[src/rtl/bea_pkg.sv]
package bea_pkg;

  localparam int MASK_W          = 8;
  localparam int TIME_W          = 32;
  localparam int PERIOD_W        = 16;
  localparam int BIDX_W          = 3;
  localparam int MOVE_W          = 2;
  localparam int NUM_BUTTONS_DEF = 8;

  localparam logic [PERIOD_W-1:0] PERIOD_RESET = 16'd500;

  typedef enum logic [MOVE_W-1:0] {
    MV_PRESSED  = 2'd0,
    MV_STILL    = 2'd1,
    MV_RELEASED = 2'd2
  } move_t;

endpackage

[src/rtl/button_event_autorepeat.sv]
// Button event generator with auto-repeat. Each input item is one poll: a
// pressed mask (bit i = button i) and the current millisecond time. Buttons are
// scanned in index order and each gives at most one result item: PRESSED on a
// new press (hold 0), a repeat item while held once now - repeat start reaches
// cfg period (repeat start then moves to now), RELEASED on release. hold_ms is
// now - press time, wrapping 32-bit; the final item of a poll has last set, and
// a poll with no change gives no item. Buttons at index 8 and up never have a
// mask bit and are not scanned. A poll goes through accept, one scan step per
// button through the press/repeat time memory and one flush step for the last
// item; the result side holding back stalls the scan and the flush. The scan
// is set by the single read port of the time memory: one button per cycle
// while no item is held back by a full output.
// The repeat period register may be written only while the block is idle.
module button_event_autorepeat #(
  parameter int NUM_BUTTONS = bea_pkg::NUM_BUTTONS_DEF
) (
  input  logic                         clk,
  input  logic                         rst_n,

  input  logic                         in_valid,
  output logic                         in_ready,
  input  logic [bea_pkg::MASK_W-1:0]   in_pressed_mask,
  input  logic [bea_pkg::TIME_W-1:0]   in_now_ms,

  output logic                         out_valid,
  input  logic                         out_ready,
  output logic [bea_pkg::BIDX_W-1:0]   out_button_index,
  output logic [bea_pkg::TIME_W-1:0]   out_hold_ms,
  output logic [bea_pkg::MOVE_W-1:0]   out_movement,
  output logic                         out_last,

  input  logic                         cfg_wr_en,
  input  logic [bea_pkg::PERIOD_W-1:0] cfg_wr_data
);

  // only buttons with a mask bit can ever change state
  localparam int ACTIVE_N = (NUM_BUTTONS < bea_pkg::MASK_W) ? NUM_BUTTONS : bea_pkg::MASK_W;
  localparam int IDX_W    = (ACTIVE_N > 1) ? $clog2(ACTIVE_N) : 1;
  localparam int TW       = bea_pkg::TIME_W;
  localparam logic [IDX_W-1:0] IDX_LAST = IDX_W'(ACTIVE_N - 1);

  typedef enum logic [2:0] {
    ST_IDLE  = 3'b001,
    ST_SCAN  = 3'b010,
    ST_FLUSH = 3'b100
  } state_t;

  typedef struct packed {
    logic [bea_pkg::BIDX_W-1:0] idx;
    logic [TW-1:0]              hold;
    bea_pkg::move_t             move;
  } ev_t;

  state_t st_r, st_nxt;
  logic [IDX_W-1:0] idx_r, idx_nxt;
  logic [bea_pkg::MASK_W-1:0]   mask_r;
  logic [TW-1:0]                now_r;
  logic [bea_pkg::PERIOD_W-1:0] period_r;
  logic [ACTIVE_N-1:0]          held_r, held_nxt;

  // pending item: held back one step so the last flag is known
  ev_t  pend_r, pend_nxt;
  logic pend_v_r, pend_v_nxt;

  // output register
  ev_t  obuf_r, obuf_nxt;
  logic olast_r, olast_nxt;
  logic ov_r, ov_nxt;

  // time memory: {press_time, repeat_start} per button. An entry is read only
  // when its held flag is set, and setting that flag writes it, so the memory
  // needs no clearing.
  logic            ram_we;
  logic [2*TW-1:0] ram_wdata, ram_rdata;
  logic [IDX_W-1:0] ram_raddr;

  logic [TW-1:0] press_t, rep_t, hold_d, since_rep;
  logic pressed, held, repeat_due, ev_hit, at_last, adv, out_free;
  logic push;
  ev_t  push_ev;
  logic push_last;
  ev_t  cur_ev;
  logic [IDX_W-1:0] idx_step;

  assign press_t   = ram_rdata[2*TW-1:TW];
  assign rep_t     = ram_rdata[TW-1:0];
  assign pressed   = mask_r[idx_r];
  assign held      = held_r[idx_r];
  assign hold_d    = now_r - press_t;
  assign since_rep = now_r - rep_t;
  assign repeat_due = since_rep >= TW'(period_r);

  assign out_free = !ov_r || out_ready;
  assign at_last  = (idx_r == IDX_LAST);
  assign idx_step = at_last ? '0 : idx_r + 1'b1;

  // event decode for the button under the scan
  always_comb begin
    ev_hit      = 1'b0;
    cur_ev.idx  = bea_pkg::BIDX_W'(idx_r);
    cur_ev.hold = hold_d;
    cur_ev.move = bea_pkg::MV_PRESSED;
    if (pressed && !held) begin
      ev_hit      = 1'b1;
      cur_ev.hold = '0;
    end else if (pressed && held && repeat_due) begin
      ev_hit      = 1'b1;
      cur_ev.move = bea_pkg::MV_STILL;
    end else if (!pressed && held) begin
      ev_hit      = 1'b1;
      cur_ev.move = bea_pkg::MV_RELEASED;
    end
  end

  // stall only when an item must move out and the output is still full
  assign adv = (st_r == ST_SCAN) && (!ev_hit || !pend_v_r || out_free);

  // writeback of the scanned entry; the next entry is read at the same time,
  // so the two collide only when there is a single button
  assign ram_we    = adv && pressed && (!held || repeat_due);
  assign ram_wdata = {(held ? press_t : now_r), now_r};
  assign ram_raddr = adv ? idx_step : idx_r;

  bea_ram #(
    .WIDTH (2 * TW),
    .DEPTH (ACTIVE_N)
  ) u_time_ram (
    .clk   (clk),
    .we    (ram_we),
    .waddr (idx_r),
    .wdata (ram_wdata),
    .raddr (ram_raddr),
    .rdata (ram_rdata)
  );

  always_comb begin
    st_nxt     = st_r;
    idx_nxt    = idx_r;
    held_nxt   = held_r;
    pend_nxt   = pend_r;
    pend_v_nxt = pend_v_r;
    push       = 1'b0;
    push_ev    = pend_r;
    push_last  = 1'b0;

    case (st_r)
      ST_IDLE: begin
        if (in_valid) begin
          st_nxt = ST_SCAN;
        end
      end
      ST_SCAN: begin
        if (adv) begin
          held_nxt[idx_r] = pressed;
          if (ev_hit) begin
            push       = pend_v_r;
            pend_nxt   = cur_ev;
            pend_v_nxt = 1'b1;
          end
          idx_nxt = idx_step;
          if (at_last) begin
            st_nxt = ST_FLUSH;
          end
        end
      end
      ST_FLUSH: begin
        if (!pend_v_r) begin
          st_nxt = ST_IDLE;
        end else if (out_free) begin
          push       = 1'b1;
          push_last  = 1'b1;
          pend_v_nxt = 1'b0;
          st_nxt     = ST_IDLE;
        end
      end
      default: begin
        st_nxt = ST_IDLE;
      end
    endcase
  end

  always_comb begin
    ov_nxt    = ov_r;
    obuf_nxt  = obuf_r;
    olast_nxt = olast_r;
    if (push) begin
      ov_nxt    = 1'b1;
      obuf_nxt  = push_ev;
      olast_nxt = push_last;
    end else if (out_ready) begin
      ov_nxt = 1'b0;
    end
  end

  always_ff @(posedge clk) begin
    if (!rst_n) begin
      st_r     <= ST_IDLE;
      idx_r    <= '0;
      held_r   <= '0;
      pend_v_r <= 1'b0;
      ov_r     <= 1'b0;
      period_r <= bea_pkg::PERIOD_RESET;
    end else begin
      st_r     <= st_nxt;
      idx_r    <= idx_nxt;
      held_r   <= held_nxt;
      pend_v_r <= pend_v_nxt;
      ov_r     <= ov_nxt;
      if (cfg_wr_en) begin
        period_r <= cfg_wr_data;
      end
    end
  end

  always_ff @(posedge clk) begin
    pend_r  <= pend_nxt;
    obuf_r  <= obuf_nxt;
    olast_r <= olast_nxt;
    if (in_valid && in_ready) begin
      mask_r <= in_pressed_mask;
      now_r  <= in_now_ms;
    end
  end

  assign in_ready         = (st_r == ST_IDLE);
  assign out_valid        = ov_r;
  assign out_button_index = obuf_r.idx;
  assign out_hold_ms      = obuf_r.hold;
  assign out_movement     = obuf_r.move;
  assign out_last         = olast_r;

endmodule

[src/rtl/bea_ram.sv]
module bea_ram #(
  parameter int WIDTH = 64,
  parameter int DEPTH = 8,
  parameter int AW    = (DEPTH > 1) ? $clog2(DEPTH) : 1
) (
  input  logic             clk,
  input  logic             we,
  input  logic [AW-1:0]    waddr,
  input  logic [WIDTH-1:0] wdata,
  input  logic [AW-1:0]    raddr,
  output logic [WIDTH-1:0] rdata
);

  logic [WIDTH-1:0] mem [DEPTH];
  logic [WIDTH-1:0] rdata_r;

  // read-first on a same-address collision
  always_ff @(posedge clk) begin
    if (we) begin
      mem[waddr] <= wdata;
    end
    rdata_r <= mem[raddr];
  end

  assign rdata = rdata_r;

endmodule

[config.mk]
export PLATFORM = sky130hd
export DESIGN_NAME = button_event_autorepeat
export DESIGN_NICKNAME = d
export VERILOG_FILES = /design/src/rtl/bea_pkg.sv /design/src/rtl/button_event_autorepeat.sv /design/src/rtl/bea_ram.sv
export SDC_FILE = /design/constraint.sdc
export NUM_CORES = 1
export LEC_CHECK = 0
export ABC_AREA = 0
export BUFFER_PORTS_ARGS = -buffer_cell sky130_fd_sc_hd__buf_4
export CAP_MARGIN = 25
export CORE_AREA = 2 2 298 300
export DETAILED_ROUTE_END_ITERATION = 16
export DIE_AREA = 0 0 300 302
export RECOVER_POWER = 25
export SLEW_MARGIN = 20
export SYNTH_ARGS = -nofsm -noshare
export SYNTH_HDL_FRONTEND = slang
export SYNTH_SLANG_ARGS = --single-unit
[constraint.sdc]
create_clock -name clk -period 16 [get_ports clk]
set_clock_uncertainty 0.15 [all_clocks]
set_input_delay 0.8 -clock clk [delete_from_list [all_inputs] [get_ports clk]]
set_output_delay 0.8 -clock clk [all_outputs]
set_load 0.02 [all_outputs]
==> report_table.html <==
<table>
<tr><th>Metric</th><th>Value</th></tr>
<tr><th colspan="2">Place</th></tr>
<tr><td>Pre-CTS setup slack</td><td>roughly 8.4 ns</td></tr>
<tr><td>Count of buffers inserted at the top-level ports</td><td>100</td></tr>
<tr><td>Post-DP HPWL</td><td>between 40 and 50 mm</td></tr>
<tr><td>Final Wtd Congestion</td><td>~0.85</td></tr>
<tr><th colspan="2">Setup path</th></tr>
<tr><td>Crit path max fanout</td><td>121</td></tr>
<tr><td>Slowest Stage Delay on Critical Path</td><td>0.94 ns</td></tr>
<tr><td>Required time at the worst-slack endpoint</td><td>16.38 ns</td></tr>
<tr><td>Cell seen most often among critical-path stages</td><td>a21oi_1</td></tr>
<tr><td>Worst Setup End Kind</td><td>flop</td></tr>
<tr><td>Sequence of cells on the critical path</td><td>inv_1 &gt; ha_1 &gt; fa_1 &gt; nand2b_1 &gt; a21oi_1 &gt; o21ai_0 &gt; nand2_1 &gt; xor2_1 &gt; ha_1 &gt; a21oi_1 &gt; a21oi_1 &gt; a211oi_1 &gt; o22ai_1 &gt; nor4b_1 &gt; mux2_2 &gt; o211ai_1 &gt; nor4_1 &gt; nand4_2 &gt; a211o_1 &gt; mux2_8 &gt; buf_4 &gt; mux2i_1 &gt; a32oi_1 &gt; and3_1</td></tr>
<tr><td>Critical path arrival</td><td>7.81 ns</td></tr>
<tr><td>Critical path class</td><td>reg2reg</td></tr>
<tr><td>Stages on worst setup path</td><td>24</td></tr>
<tr><td>Top Family by Delay on Critical Path</td><td>compound AO/OA/AOI/OAI gates</td></tr>
<tr><td>Crit-path slowest cell</td><td>mux2_8</td></tr>
<tr><td>R2r worst-path depth</td><td>24</td></tr>
<tr><td>Buf+Inv Stages, Crit Path</td><td>2</td></tr>
<tr><td>Critical Path Source Type</td><td>flop</td></tr>
<tr><th colspan="2">Drt</th></tr>
<tr><td>Vias post-DR</td><td>19400</td></tr>
<tr><td>Aggregate routed wire length</td><td>78.9 mm</td></tr>
<tr><td>Wire per inst</td><td>21.3 um</td></tr>
<tr><td>DR iter-0 viols</td><td>1934</td></tr>
<tr><td>Post-route DRC</td><td>0</td></tr>
<tr><td>Detail Route Antenna Nets</td><td>0</td></tr>
<tr><td>Vias per cell</td><td>5.23</td></tr>
<tr><td>Drt pass-1 iters</td><td>6</td></tr>
<tr><th colspan="2">Synthesis</th></tr>
<tr><td>Sequential element share of the synthesized area</td><td>0.684</td></tr>
<tr><td>Top cells by area, synth</td><td>edfxtp_1 (62%), dfxtp_1 (6.3%), nand2_1 (5.9%)</td></tr>
<tr><td>Flop and latch count out of synthesis</td><td>approximately 720</td></tr>
<tr><td>Synthesized cell area</td><td>0.0304 sq mm</td></tr>
<tr><td>Largest area contributor in the netlist</td><td>edfxtp_1</td></tr>
<tr><td>Number of enable flip-flop cells after synthesis</td><td>627</td></tr>
<tr><td>Post-Synthesis Net Count</td><td>2518</td></tr>
<tr><td>Fraction of registers with async set or reset after synthesis</td><td>0</td></tr>
<tr><td>Synth warnings</td><td>0</td></tr>
<tr><td>Netlist cell types</td><td>75</td></tr>
<tr><td>Average cell area after synthesis</td><td>12.8 sq um</td></tr>
<tr><td>Gate count after technology mapping</td><td>2375</td></tr>
<tr><td>Share of the synthesized area in the top cell type</td><td>0.620</td></tr>
<tr><td>Ys flop type</td><td>edfxtp_1</td></tr>
<tr><th colspan="2">Clocking</th></tr>
<tr><td>Setup fix buffers added after clock tree synthesis</td><td>0</td></tr>
<tr><td>Clock insertion delay at the later pin of the skew report</td><td>approximately 0.64 ns</td></tr>
<tr><td>CTS tree</td><td>done</td></tr>
<tr><td>Clock buffer depth</td><td>3</td></tr>
<tr><td>Clock sink count</td><td>723</td></tr>
<tr><td>Number of buffers inserted during clock tree synthesis</td><td>between 70 and 80</td></tr>
<tr><td>Clock edge transition at the registers on the reported setup and hold paths</td><td>0.06 ns</td></tr>
<tr><td>Number of hold-repair buffers added at the cts stage</td><td>0</td></tr>
<tr><td>Post-CTS resize count</td><td>0</td></tr>
<tr><td>CTS H-tree lvls</td><td>3</td></tr>
<tr><td>CTS Root Buffer Type</td><td>clkbuf_16</td></tr>
<tr><th colspan="2">Power</th></tr>
<tr><td>Pwr Density</td><td>121 mW/mm^2</td></tr>
<tr><td>Power, Total</td><td>4.24 mW</td></tr>
<tr><td>Max VDD drop</td><td>0.0778 mV</td></tr>
<tr><td>Static leakage</td><td>12.4 nW</td></tr>
<tr><th colspan="2">Timing</th></tr>
<tr><td>Minimum clock period after layout</td><td>7.43 ns</td></tr>
<tr><td>Portion of the clock cycle consumed by the worst path in the final layout</td><td>0.464</td></tr>
<tr><td>Setup repair after global routing missed its margin</td><td>no</td></tr>
<tr><td>Fin. max-slew vios</td><td>0</td></tr>
<tr><td>Final setup violation count</td><td>0</td></tr>
<tr><td>Slew at the pin closest to its max-slew limit</td><td>around 1.3 ns</td></tr>
<tr><td>Headroom to the max-slew limit</td><td>0.120</td></tr>
<tr><td>Highest attainable clock frequency</td><td>135 MHz</td></tr>
<tr><td>Endpoints failing hold</td><td>0</td></tr>
<tr><td>Setup slack after layout</td><td>around 8.6 ns</td></tr>
<tr><td>Setup TNS</td><td>0 ns</td></tr>
<tr><th colspan="2">Global routing</th></tr>
<tr><td>Number of antenna violations at the first check in global routing</td><td>2</td></tr>
<tr><td>Pin count of the biggest net entering global routing</td><td>122</td></tr>
<tr><td>GRT Resource Usage Total</td><td>0.171</td></tr>
<tr><td>Global-route wire length before repair</td><td>117 mm</td></tr>
<tr><td>Vias in the first global route</td><td>roughly 19000</td></tr>
<tr><td>Total overflow reported by the global router</td><td>0</td></tr>
<tr><th colspan="2">Floorplan</th></tr>
<tr><td>Overall die area</td><td>between 0.09 and 0.1 sq mm</td></tr>
<tr><td>Top-level port count</td><td>101</td></tr>
<tr><td>DIE WIDTH</td><td>300 um</td></tr>
<tr><td>Initial core utilization</td><td>0.347</td></tr>
<tr><td>Vert. Die Dim</td><td>approximately 300 um</td></tr>
<tr><td>Floorplan Core Area</td><td>0.0876 sq mm</td></tr>
<tr><td>Standard-cell rows</td><td>109</td></tr>
<tr><th colspan="2">Layout</th></tr>
<tr><td>Final #Nets</td><td>~2600</td></tr>
<tr><td>Area delta synth-&gt;final</td><td>15.3%</td></tr>
<tr><td>Layout cells sized above 1</td><td>0.105</td></tr>
<tr><th colspan="2">Status</th></tr>
<tr><td>Status</td><td>completed</td></tr>
<tr><th colspan="2">Worst hold path</th></tr>
<tr><td>Cell count of the worst hold path</td><td>1</td></tr>
<tr><td>Hold/Removal Path Class</td><td>in2reg</td></tr>
<tr><th colspan="2">Job</th></tr>
<tr><td>Max-capacitance violation count</td><td>0</td></tr>
</table>
==> final timing paths <==
kind                                    from                   end  slack [ns]
worst max-delay path                now_r[0]  u_time_ram.rdata[16]        8.57
worst min-delay path            in_now_ms[5]              now_r[5]        0.21
worst max register to register      now_r[0]  u_time_ram.rdata[16]        8.57
worst min register to register    pend_r[32]       out_hold_ms[30]        0.27
==> layout by cell type (no fill, tap or decap), types with 11 or more instances in the layout <==
cell / synthesis / final
buf_4: 4 / 87
or3_1: 11 / 11
xor2_1: 22 / 22
nand2b_1: 22 / 22
edfxtp_1: 627 / 627
nand3_1: 151 / 151
mux2i_1: 78 / 78
clkbuf_16: 0 / 79
nor2b_1: 28 / 27
o21ai_0: 70 / 70
xnor2_1: 24 / 24
nand2_1: 476 / 476
a32oi_1: 64 / 64
nor3_1: 22 / 20
and3_1: 71 / 70
a21o_1: 17 / 17
dfxtp_1: 96 / 96
ha_1: 80 / 80
a21oi_1: 61 / 61
inv_1: 104 / 104
o211ai_1: 18 / 18
clkbuf_1: 54 / 32
nor2_1: 79 / 72
clkinv_1: 0 / 17
clkbuf_4: 0 / 28
==> state kept, by name (all words and copies together) (netlist names) <==
signal,cells
held_r,8
idx_r,3
mask_r,8
now_r,32
out_button_index,3
out_hold_ms,32
out_last,1
out_movement,2
out_valid,1
pend_r,37
pend_v_r,1
period_r,16
st_r,3
u_time_ram.mem,512
u_time_ram.rdata,64
==> metrics by stage <==
stage	hold WS, ns	instances	utilization	area (sq um)
final	0.214	3707	0.400	35000
after global routing	0.182	3706	0.400	35000
after global placement	0.257	3558	0.369	32300
after floorplan	0.250	2375	-	30400
after CTS	0.152	3703	0.399	35000
after detailed placement	0.256	3559	0.370	32400
==> logic make-up after synthesis <==
family | Yosys count | synth area share
AO/OA/AOI/OAI | 316 | 0.0731
buffers and inverters | 216 | 0.0307
multiplexers | 89 | 0.0309
XOR/XNOR | 46 | 0.0133
flip-flops | 723 | 0.684
adder cells (fa/ha/maj) | 82 | 0.0343
AND/OR/NAND/NOR | 903 | 0.134
==> cell usage after synthesis (9+ instances only) <==
cell type	count
a211oi_1	10
a21o_1	17
a21oi_1	61
a32oi_1	64
and3_1	71
buf_2	42
clkbuf_1	54
dfxtp_1	96
edfxtp_1	627
ha_1	80
inv_1	104
mux2i_1	78
nand2_1	476
nand2b_1	22
nand3_1	151
nor2_1	79
nor2b_1	28
nor3_1	22
o211ai_1	18
o21ai_0	70
o21bai_1	9
or3_1	11
xnor2_1	24
xor2_1	22
==> final cells by class <==
cell class              count  area, sq um
diodes                      1         2.50
clock buffers              99         2080
clock inverters            45          510
fillers                  8106        52600
inverters                 104          390
multi-input cells        1436         8780
flip-flops and latches    723        20700
well taps                1165         1460
repair buffers            134         1020
==> layer usage <==
metal / share of wire / GRT usage / vias up / routed length (um)
met5: 0 / 0 / - / 0
met4: 0.027 / 0.0564 / 0 / 2100
met3: 0.067 / 0.0304 / 131 / 5310
met2: 0.46 / 0.275 / 708 / 36500
met1: 0.44 / 0.235 / 9642 / 34900
li1: - / - / 8892 / -
==> power by group <==
part	internal, mW	switching, mW	total, mW
clock	1.05	0.756	1.81
sequential	2.09	0.0305	2.12
combinational	0.117	0.205	0.322
total	3.25	0.991	4.24
No activity file was read; power rests on OpenSTA's default activity.
